## src/hdl/kwm_pkg.sv

```systemverilog
package kwm_pkg;

    localparam int LISTS_DEF  = 8;
    localparam int DATA_WIDTH = 32;
    localparam int SRC_W      = 3;
    localparam int CFG_W      = 4;
    localparam logic [CFG_W-1:0] NUM_LISTS_RST = 4'd8;

    typedef struct packed {
        logic [SRC_W-1:0]             list_id;
        logic signed [DATA_WIDTH-1:0] value;
        logic                         present;
    } t_in_item;

    typedef struct packed {
        logic signed [DATA_WIDTH-1:0] out_value;
        logic [SRC_W-1:0]             source_list;
        logic                         done_res;
    } t_out_item;

    typedef struct packed {
        logic signed [DATA_WIDTH-1:0] value;
        logic [SRC_W-1:0]             src;
    } t_entry;

    // true if entry a leaves before entry b
    function automatic logic goes_first(t_entry a, t_entry b);
        logic lt;
        lt = (a.value < b.value) || ((a.value == b.value) && (a.src < b.src));
        return lt;
    endfunction

endpackage

```

## src/hdl/k_way_sorted_merge_top.sv

```systemverilog
// K-way sorted merge over up to LISTS ascending streams.
// Input channel (i_in_valid / o_in_ready / i_in_data): one item per transfer.
// The first num_lists items are the stream heads; no result follows them
// except the one completing the heads. After that each item gives exactly
// one result: the smallest held value and its source stream, which must
// supply the next item, or a done result when nothing is held.
// Output channel (o_out_valid / i_out_ready / o_out_data) is one register.
// Configuration channel (i_cfg_valid / o_cfg_ready / i_cfg_data) writes
// num_lists; it is always ready and must be used only while idle.
// Held values live in one RAM with a registered read. An item is
// inserted in the idle state; then the minimum search reads each held
// entry once, the last entry is read and written back into the freed
// slot, and the output register is loaded. A done result skips the
// search and goes straight to the output register.
// A new item is taken while the previous result still waits for transfer;
// the emit step waits until the output register is free.
// Reset (synchronous, active low) empties the held set, clears the head
// count and sets num_lists to 8. RAM contents need no reset.
module k_way_sorted_merge_top #(
    parameter int LISTS = kwm_pkg::LISTS_DEF
) (
    input  logic                     i_clk,
    input  logic                     i_rst_n,
    input  logic                     i_in_valid,
    output logic                     o_in_ready,
    input  kwm_pkg::t_in_item        i_in_data,
    output logic                     o_out_valid,
    input  logic                     i_out_ready,
    output kwm_pkg::t_out_item       o_out_data,
    input  logic                     i_cfg_valid,
    output logic                     o_cfg_ready,
    input  logic [kwm_pkg::CFG_W-1:0] i_cfg_data
);

    localparam int IDX_W = $clog2(LISTS);
    localparam int CNT_W = $clog2(LISTS + 1);
    localparam int NW    = (CNT_W > kwm_pkg::CFG_W) ? CNT_W : kwm_pkg::CFG_W;
    localparam int EW    = kwm_pkg::DATA_WIDTH + kwm_pkg::SRC_W;

    typedef enum logic [4:0] {
        S_IDLE  = 5'b00001,
        S_SCAN  = 5'b00010,
        S_MOVE  = 5'b00100,
        S_WRITE = 5'b01000,
        S_EMIT  = 5'b10000
    } t_state;

    t_state r_state, n_state;
    logic [kwm_pkg::CFG_W-1:0] r_num, n_num;
    logic [kwm_pkg::CFG_W-1:0] r_heads, n_heads;
    logic [CNT_W-1:0] r_count, n_count;
    logic [CNT_W-1:0] r_idx, n_idx;
    logic [CNT_W-1:0] r_pend_idx, n_pend_idx;
    logic r_pend, n_pend;
    logic r_best_vld, n_best_vld;
    logic [CNT_W-1:0] r_best_idx, n_best_idx;
    kwm_pkg::t_entry r_best, n_best;
    logic r_done, n_done;
    logic r_ov, n_ov;
    kwm_pkg::t_out_item r_out, n_out;

    logic we;
    logic [IDX_W-1:0] waddr, raddr;
    kwm_pkg::t_entry wdata, rdata;
    logic [EW-1:0] rdata_raw;
    logic [kwm_pkg::CFG_W-1:0] active;
    logic in_fire;

    kwm_ram #(
        .WIDTH (EW),
        .DEPTH (LISTS)
    ) u_ram (
        .i_clk   (i_clk),
        .i_we    (we),
        .i_waddr (waddr),
        .i_wdata (wdata),
        .i_raddr (raddr),
        .o_rdata (rdata_raw)
    );
    assign rdata = kwm_pkg::t_entry'(rdata_raw);

    // clamp stream count to 1..LISTS
    always_comb begin
        if (r_num == '0) begin
            active = kwm_pkg::CFG_W'(1);
        end else if (NW'(r_num) > NW'(LISTS)) begin
            active = kwm_pkg::CFG_W'(LISTS);
        end else begin
            active = r_num;
        end
    end

    assign o_in_ready  = (r_state == S_IDLE);
    assign o_cfg_ready = 1'b1;
    assign in_fire     = i_in_valid && o_in_ready;
    assign o_out_valid = r_ov;
    assign o_out_data  = r_out;

    // next-state logic
    always_comb begin
        n_state    = r_state;
        n_num      = r_num;
        n_heads    = r_heads;
        n_count    = r_count;
        n_idx      = r_idx;
        n_pend     = 1'b0;
        n_pend_idx = r_idx;
        n_best_vld = r_best_vld;
        n_best_idx = r_best_idx;
        n_best     = r_best;
        n_done     = r_done;
        n_ov       = r_ov;
        n_out      = r_out;
        we         = 1'b0;
        waddr      = r_count[IDX_W-1:0];
        wdata      = '{value: i_in_data.value, src: i_in_data.list_id};
        raddr      = r_idx[IDX_W-1:0];

        if (i_cfg_valid) begin
            n_num = i_cfg_data;
        end
        // drop the output once transferred
        if (r_ov && i_out_ready) begin
            n_ov = 1'b0;
        end

        case (r_state)
            S_IDLE: begin
                if (in_fire) begin
                    if (i_in_data.present && (r_count < CNT_W'(LISTS))) begin
                        we      = 1'b1;
                        n_count = r_count + CNT_W'(1);
                    end
                    n_idx      = '0;
                    n_best_vld = 1'b0;
                    if (r_heads < active) begin
                        n_heads = r_heads + kwm_pkg::CFG_W'(1);
                    end
                    if ((r_heads < active) && (n_heads < active)) begin
                        n_state = S_IDLE;
                    end else if (n_count == '0) begin
                        n_done  = 1'b1;
                        n_state = S_EMIT;
                    end else begin
                        n_done  = 1'b0;
                        n_state = S_SCAN;
                    end
                end
            end
            S_SCAN: begin
                // compare the entry read last cycle
                if (r_pend && (!r_best_vld || kwm_pkg::goes_first(rdata, r_best))) begin
                    n_best_vld = 1'b1;
                    n_best     = rdata;
                    n_best_idx = r_pend_idx;
                end
                // issue the next read
                if (r_idx != r_count) begin
                    n_pend     = 1'b1;
                    n_pend_idx = r_idx;
                    n_idx      = r_idx + CNT_W'(1);
                end else if (!r_pend) begin
                    n_state = S_MOVE;
                end
            end
            S_MOVE: begin
                raddr   = IDX_W'(r_count - CNT_W'(1));
                n_state = S_WRITE;
            end
            S_WRITE: begin
                // move the last entry into the freed slot
                we      = 1'b1;
                waddr   = r_best_idx[IDX_W-1:0];
                wdata   = rdata;
                n_count = r_count - CNT_W'(1);
                n_state = S_EMIT;
            end
            S_EMIT: begin
                if (!r_ov || i_out_ready) begin
                    n_ov = 1'b1;
                    if (r_done) begin
                        n_out = '{out_value: '0, source_list: '0, done_res: 1'b1};
                    end else begin
                        n_out = '{out_value: r_best.value, source_list: r_best.src,
                                  done_res: 1'b0};
                    end
                    n_state = S_IDLE;
                end
            end
            default: begin
                n_state = S_IDLE;
            end
        endcase
    end

    // control registers
    always_ff @(posedge i_clk) begin
        if (!i_rst_n) begin
            r_state    <= S_IDLE;
            r_num      <= kwm_pkg::NUM_LISTS_RST;
            r_heads    <= '0;
            r_count    <= '0;
            r_pend     <= 1'b0;
            r_best_vld <= 1'b0;
            r_ov       <= 1'b0;
            r_idx      <= '0;
            r_done     <= 1'b0;
        end else begin
            r_state    <= n_state;
            r_num      <= n_num;
            r_heads    <= n_heads;
            r_count    <= n_count;
            r_pend     <= n_pend;
            r_best_vld <= n_best_vld;
            r_ov       <= n_ov;
            r_idx      <= n_idx;
            r_done     <= n_done;
        end
    end

    // payload registers
    always_ff @(posedge i_clk) begin
        r_pend_idx <= n_pend_idx;
        r_best_idx <= n_best_idx;
        r_best     <= n_best;
        r_out      <= n_out;
    end

    // checks
    a_count_bound: assert property (@(posedge i_clk) disable iff (!i_rst_n)
        r_count <= CNT_W'(LISTS))
        else $error("held count above capacity");

    a_write_shrinks: assert property (@(posedge i_clk) disable iff (!i_rst_n)
        (r_state == S_WRITE) |=> (r_count == $past(r_count) - CNT_W'(1)))
        else $error("write-back did not shrink held set");

    a_done_zero: assert property (@(posedge i_clk) disable iff (!i_rst_n)
        (r_ov && r_out.done_res) |-> (r_out.out_value == '0 && r_out.source_list == '0))
        else $error("done result carries data");

    a_emit_has_entry: assert property (@(posedge i_clk) disable iff (!i_rst_n)
        (r_state == S_MOVE) |-> (r_best_vld && r_count != '0))
        else $error("removal without a held minimum");

endmodule

```

## src/hdl/kwm_ram.sv

```systemverilog
module kwm_ram #(
    parameter int WIDTH = 8,
    parameter int DEPTH = 8
) (
    input  logic                     i_clk,
    input  logic                     i_we,
    input  logic [$clog2(DEPTH)-1:0] i_waddr,
    input  logic [WIDTH-1:0]         i_wdata,
    input  logic [$clog2(DEPTH)-1:0] i_raddr,
    output logic [WIDTH-1:0]         o_rdata
);

    logic [WIDTH-1:0] r_mem [DEPTH];
    logic [WIDTH-1:0] r_rdata;

    // write and registered read
    always_ff @(posedge i_clk) begin
        if (i_we) begin
            r_mem[i_waddr] <= i_wdata;
        end
        r_rdata <= r_mem[i_raddr];
    end

    assign o_rdata = r_rdata;

endmodule

```

## config.mk

```make
export PLATFORM = sky130hd
export DESIGN_NAME = k_way_sorted_merge_top
export DESIGN_NICKNAME = d
export VERILOG_FILES = /design/src/hdl/kwm_pkg.sv /design/src/hdl/k_way_sorted_merge_top.sv /design/src/hdl/kwm_ram.sv
export SDC_FILE = /design/constraint.sdc
export NUM_CORES = 1
export LEC_CHECK = 0
export BUFFER_PORTS_ARGS = -buffer_cell sky130_fd_sc_hd__buf_2
export CAP_MARGIN = 20
export CORE_ASPECT_RATIO = 0.6
export CORE_MARGIN = 2
export CORE_UTILIZATION = 55
export CTS_CLUSTER_DIAMETER = 120
export DETAILED_ROUTE_END_ITERATION = 7
export PLACE_DENSITY = 0.75
export SLEW_MARGIN = 20
export SYNTH_ARGS = -nofsm -noshare
export SYNTH_HDL_FRONTEND = slang
export SYNTH_SLANG_ARGS = --single-unit
```

## constraint.sdc

```tcl
create_clock -name i_clk -period 6.15 [get_ports i_clk]
set_input_delay 0.615 -clock i_clk [delete_from_list [all_inputs] [get_ports i_clk]]
set_output_delay 0.615 -clock i_clk [all_outputs]
set_load 0.005 [all_outputs]
```

* Yosys cells after proc, flatten, opt, wreduce, memory -nomap -nowiden
Memory sizes are Yosys's and may differ from the RTL's. A register that Yosys moved wholly into a read port is not among the register bits.
Index checks and enable logic that the tools add are counted.
** Cells by class
- Add/sub/neg operators :: 4
- Equal/unequal tests :: 13
- Reduce and logical (&&, ||, !) cells :: 24
- Mux-type cells :: 37
- Bitwise gates (word level) :: 1
- $lt $le $gt $ge :: 6
** Operators by type and width (count)
- $mux W4 :: 11
- $mux W35 :: 1
- $eq A32 B32 Y1 :: 1
- $lt A32 B32 Y1 :: 1
- $mux W5 :: 6
- $pmux W5 S5 :: 1
- $pmux W4 S2 :: 2
- $add A4 B1 Y4 const B :: 3
- $mux W1 :: 12
- $ne A2 B2 Y1 const B :: 5
- $reduce_and A2 Y1 :: 5
- $reduce_and A3 Y1 :: 3
- $logic_not A4 Y1 :: 2
- $lt A4 B4 Y1 :: 2
- $logic_and A1 B1 Y1 :: 6
- $mux W3 :: 2
- $eq A5 B1 Y1 const B :: 1
- $eq A5 B2 Y1 const B :: 1
- $eq A5 B3 Y1 const B :: 1
- $eq A5 B4 Y1 const B :: 1
- $eq A5 B5 Y1 const B :: 1
- $gt A4 B4 Y1 const B :: 1
- $lt A4 B4 Y1 const B :: 1
- $ne A4 B4 Y1 :: 1
- other kinds (9) :: 14
** Word-level totals
- Input bits :: 45
- Register bits :: 102
- Memory bits (writable) :: 280
- Memories kept :: 1
- Logic and storage cells :: 102
- Output and inout port bits :: 39
** Memories
- u_ram.r_mem :: words 8, width 35, rd ports 1, clocked after Yosys merged registers in 1, wr ports 1, line kwm_ram.sv:13 : logic [WIDTH-1:0] r_mem [DEPTH];

* Depth between registers and ports, before layout
- Word-level depth :: 12
- Depth in mapped cells :: 13
- Gate-level depth less buffers :: 13

* Cells and area by module
From an unflattened synthesis, not the netlist that was laid out.
** Unflattened totals
- Cell total of the unflattened synthesis :: 987
- Area, all modules :: 16852.4 µm²
** Modules (own cells, without submodules)
- kwm_ram :: cells each 453, area each 11536.1 µm², instances 1
- k_way_sorted_merge_top :: cells each 534, area each 5316.3 µm², instances 1

* Worst setup path before layout
OpenSTA, ideal clock, no wires.
- Path kind :: reg2reg
- Start point :: register r_state[2]
- End point :: memory u_ram.r_mem[3][0] (netlist name) (enable)
- Data arrival time :: 3.116 ns
- Setup time :: 0.427 ns
- Stages on the path, launching flop included :: 6
- Period minus slack after synthesis :: 3.544 ns
- Slack :: 2.606 ns
- Path buffers :: 0
- Path through :: dfxtp_1 > nor3_1 > nand3_1 > nor3b_1 > a22oi_1 > nor2_1
** Between the ends
- Word-level cells in the longest chain between the ends :: 6
- Elaborated cells on any way between the ends :: 8
** Ends and longest elaborated chain
- start, declared :: line k_way_sorted_merge_top.sv:48 : t_state r_state, n_state;
- start signal, assigned :: line k_way_sorted_merge_top.sv:209 : r_state <= n_state;
- $eq A5 B1 Y1 :: line k_way_sorted_merge_top.sv:93, k_way_sorted_merge_top.sv:127
- $logic_and A1 B1 Y1 :: line k_way_sorted_merge_top.sv:95 : assign in_fire = i_in_valid && o_in_ready;
- $mux W1 :: line k_way_sorted_merge_top.sv:129 : if (in_fire) begin
- $pmux W1 S2 :: line k_way_sorted_merge_top.sv:127 : case (r_state)
- $mux W1 :: line kwm_ram.sv:18 : if (i_we) begin
- $mux W1 (not written as such) :: line kwm_ram.sv:19 : r_mem[i_waddr] <= i_wdata;
- end, declared :: line kwm_ram.sv:13
Parallel ways exist; a longest one is shown, timed or not.

* Worst setup path in the final report
- Start point :: register r_state[2]
- End point :: memory u_ram.r_mem[5][12] (netlist name) (enable)
Same word-level chain as after synthesis.

==> PnR_summary.wiki <==
{| class="wikitable"
! Metric !! Value
|-
| Destination of the worst hold path || r_num[3]
|-
| Detailed router's first-iteration violation count || 866
|-
| Worst hold path type || in2reg
|-
| Max Transition Viols Final || 0
|-
| Number of synthesized flops with an enable pin || 354
|-
| Number of distinct library cell variants in the gate-level netlist after synthesis || 59
|-
| Result of the run || completed
|-
| Relative area change from synthesis to final layout || 12.6%
|-
| Fillcell total || 2125
|-
| Syn Nets || 1083
|-
| Ranking of synthesized cells by area || sky130_fd_sc_hd__edfxtp_1 64%, sky130_fd_sc_hd__mux4_2 9.5%, sky130_fd_sc_hd__dfxtp_1 7.6%, sky130_fd_sc_hd__ha_1 3.3%, sky130_fd_sc_hd__nand2_1 2.8%
|-
| Max transition margin || 30.6%
|-
| Share of async-settable or async-resettable flops after synthesis || 0%
|-
| CP startpoint kind || flip-flop
|-
| Largest net degree at the start of global routing || 71
|-
| P_sw || 0.00120 W
|-
| Die extent in y || 139 um
|-
| Antenna violations before repair || 1
|-
| Data required time of the critical path || 6.31 ns
|-
| Predominant post-synthesis flop cell || sky130_fd_sc_hd__edfxtp_1
|-
| Leakage power total || 6.66 nW
|-
| Clock sink count || 417
|-
| Starting Density || 55.7%
|-
| Depth of the worst register-to-register path || 6
|-
| Gate Count Post-Synth || 994
|-
| Final Net Count || 1181
|-
| Pre-Repair DR Iteration Count || 7
|-
| Vias in the first global route || 8822
|-
| Period Utilization, post-route || 57.6%
|-
| Proportion of layout cells with a drive suffix above 1 || 24.3%
|-
| Core area || 0.0298 mm2
|-
| Via count || 8780
|-
| Hold_buf cts || 0
|-
| Max clock buf depth || 3
|-
| Antenna diodes || 0
|-
| Total number of placement rows || 49
|-
| Startpoint of the most critical hold path || i_cfg_data[3]
|-
| Via count normalized by instance count || 5.74
|-
| Critical path fanouts, max || 26
|-
| Net switching fraction of the power || 21.0%
|-
| Most instantiated cells after synthesis || 354 x sky130_fd_sc_hd__edfxtp_1, 122 x sky130_fd_sc_hd__nand2_1, 70 x sky130_fd_sc_hd__mux4_2
|-
| Die outline area || 0.0316 mm2
|-
| Final number of hold-violating endpoints || 0
|-
| Area used by multi-input combinational logic || 0.00440 mm2
|-
| IR drop worst, VDD || 0.253 mV
|-
| Overall global routing resource usage || 21.9%
|-
| Footprint of the flip-flops and latches || 0.0119 mm2
|-
| CTS tree || built
|-
| Warning count from the yosys run || 0
|-
| Cell type with the largest total area after synthesis || sky130_fd_sc_hd__edfxtp_1
|-
| Total of max-cap violations || 0
|-
| Reg2Reg Setup Slack || 2.61 ns
|-
| Number of top-level pins || 84
|-
| H-tree levels || 2
|-
| Proportion of power drawn by combinational gates || 4.9%
|-
| Final total negative setup slack || 0 ns
|-
| Kind of critical path || reg2reg
|-
| Post-CTS setup repair buffer count || 0
|-
| RSZ-0062 raised after global routing || no
|-
| Mean Syn Cell Area || 16.7 um2
|-
| Final routed DRC violation total || 0
|-
| Internal cell power || 0.00451 W
|-
| Setup crit end kind || flip-flop
|-
| Clk network pwr share || 39.6%
|-
| Clock slew seen by the registers of the worst setup and hold paths || 0.07 ns
|-
| Hold depth || 3
|-
| Sequential cell fraction of total power || 55.4%
|-
| Worst Clk Skew || 0.0153 ns
|-
| Clock latency reported for the late side of the worst-skew pair || 0.53 ns
|-
| Capturing point of the worst reg2reg path || u_ram.r_mem[5][12]
|-
| Hold slack final || 0.309 ns
|-
| Routed length per placed instance || 22.2 um
|-
| Slew at the pin with the worst max-slew slack || 1.04 ns
|-
| Worst endpoint data arrival time || 3.71 ns
|-
| First-pass GRT wire length || 52400 um
|-
| Residual antenna-violating net count after detailed routing || 0
|-
| PortBufs || 82
|-
| FF+latch count, synth || 417
|-
| Remaining Overflow, GRT || 0
|-
| Total of endpoints with negative setup slack in the final report || 0
|-
| Clock Root Buffer || sky130_fd_sc_hd__clkbuf_16
|-
| DP HPWL || 20600 um
|-
| Synthesized cell area || 0.0166 mm2
|-
| Power density over the cells || 306 mW/mm2
|-
| Number of buffers created by CTS || 38
|-
| Most numerous cell in the Yosys netlist || sky130_fd_sc_hd__edfxtp_1
|-
| Clock period minus final worst setup slack || 3.54 ns
|-
| Portion of synthesized cell area occupied by the leading cell type || 64.1%
|-
| Critical register-to-register path startpoint || r_state[2]
|-
| Final GP Congestion || 0.833
|-
| Tot Pwr || 0.00571 W
|-
| Horizontal extent of the die || 228 um
|-
| Total wire length after detailed routing || 34000 um
|-
| Seq/Total Area, Yosys || 71.7%
|-
| Highest clock rate || 0.282 GHz
|-
| CTS-repair resized insts || 0
|}
-- worst max path at each step --
stage | start | endpoint | cells after the start
floorplan | r_state[2] | u_ram.r_mem[3][0] | 5
global placement | r_state[2] | u_ram.r_mem[5][18] | 6
detailed placement | r_state[2] | u_ram.r_mem[4][18] | 6
CTS | r_state[2] | u_ram.r_mem[4][7] | 6
global route | r_state[2] | u_ram.r_mem[7][3] | 6
finish | r_state[2] | u_ram.r_mem[5][12] | 6
-- cell usage in the layout, fill, tap and decap left out, drive strengths merged, types with 36 or more instances in the layout --
cell    count
mux4       70
ha         44
nand2     122
buf        97
edfxtp    354
inv        42
nor2       69
dfxtp      63
clkbuf     59
mux2       36
-- cells by family after synthesis --
group | Yosys count | share of synthesized area, %
xor gates and xnor gates | 15 | 0.792
adders and majority gates | 44 | 3.32
DFF | 417 | 71.7
buffers and inverters | 82 | 2.29
other | 1 | 0.0226
muxes | 110 | 12.2
and+or+nand+nor | 256 | 6.95
AOI/OAI and AO/OA | 69 | 2.75
-- final cells by class --
type,instances,share of cell area (%)
Sequential cell,417,63.7
Multi-Input combinational cell,495,23.6
Inverter,43,0.864
Clock inverter,11,0.308
Timing Repair Buffer,97,2.80
Tap cell,408,2.73
Clock buffer,59,6.07
-- through the flow --
step,cell area [um2],setup slack [ns],instances,util (%)
finish,18700,2.61,1530,62.7
global route,18700,2.33,1530,62.7
CTS,18700,2.64,1530,62.7
detailed placement,17500,2.65,1460,58.7
global placement,17500,2.79,1460,58.7
floorplan,16600,2.61,994,-
-- critical path, cell delays in order, from the launching register on --
cell	delay, ns
sky130_fd_sc_hd__dfxtp_1	0.36
sky130_fd_sc_hd__nor3_1	0.40
sky130_fd_sc_hd__nand3_1	0.42
sky130_fd_sc_hd__nor3b_1	0.63
sky130_fd_sc_hd__a22oi_1	0.42
sky130_fd_sc_hd__nor2_4	0.43
sky130_fd_sc_hd__buf_4	0.50
-- flip-flops by register name, indices dropped and copies added (netlist names) --
register / flops
r_best_vld: 1
r_best: 35
r_best_idx: 3
u_ram.r_mem: 280
r_idx: 4
r_heads: 4
u_ram.o_rdata: 35
r_done: 1
r_pend_idx: 3
r_count: 4
o_out_data: 36
r_pend: 1
r_state: 5
o_out_valid: 1
r_num: 4
-- routing by layer --
layer  vias up  global-route usage, %  part of all wire (%)  routed length [um]
met2       329                   31.2                    43               14600
met3        44                   5.34                   8.5                2880
met5         -                      0                 0.079                  27
li1       3972                      -                     -                   -
met1      4431                   34.3                    47               15900
met4         4                   5.33                   1.6                 540
-- power groups by stage --
stage          registers (W)  clock network, W  logic [W]
2_1_floorplan        0.00321                 0   0.000191
3_3_place_gp         0.00322                 0   0.000271
3_5_place_dp         0.00323                 0   0.000278
4_1_cts              0.00317           0.00231   0.000280
5_1_grt              0.00317           0.00241   0.000313
6_report             0.00317           0.00226   0.000282
No activity file was read; power rests on OpenSTA's default activity.
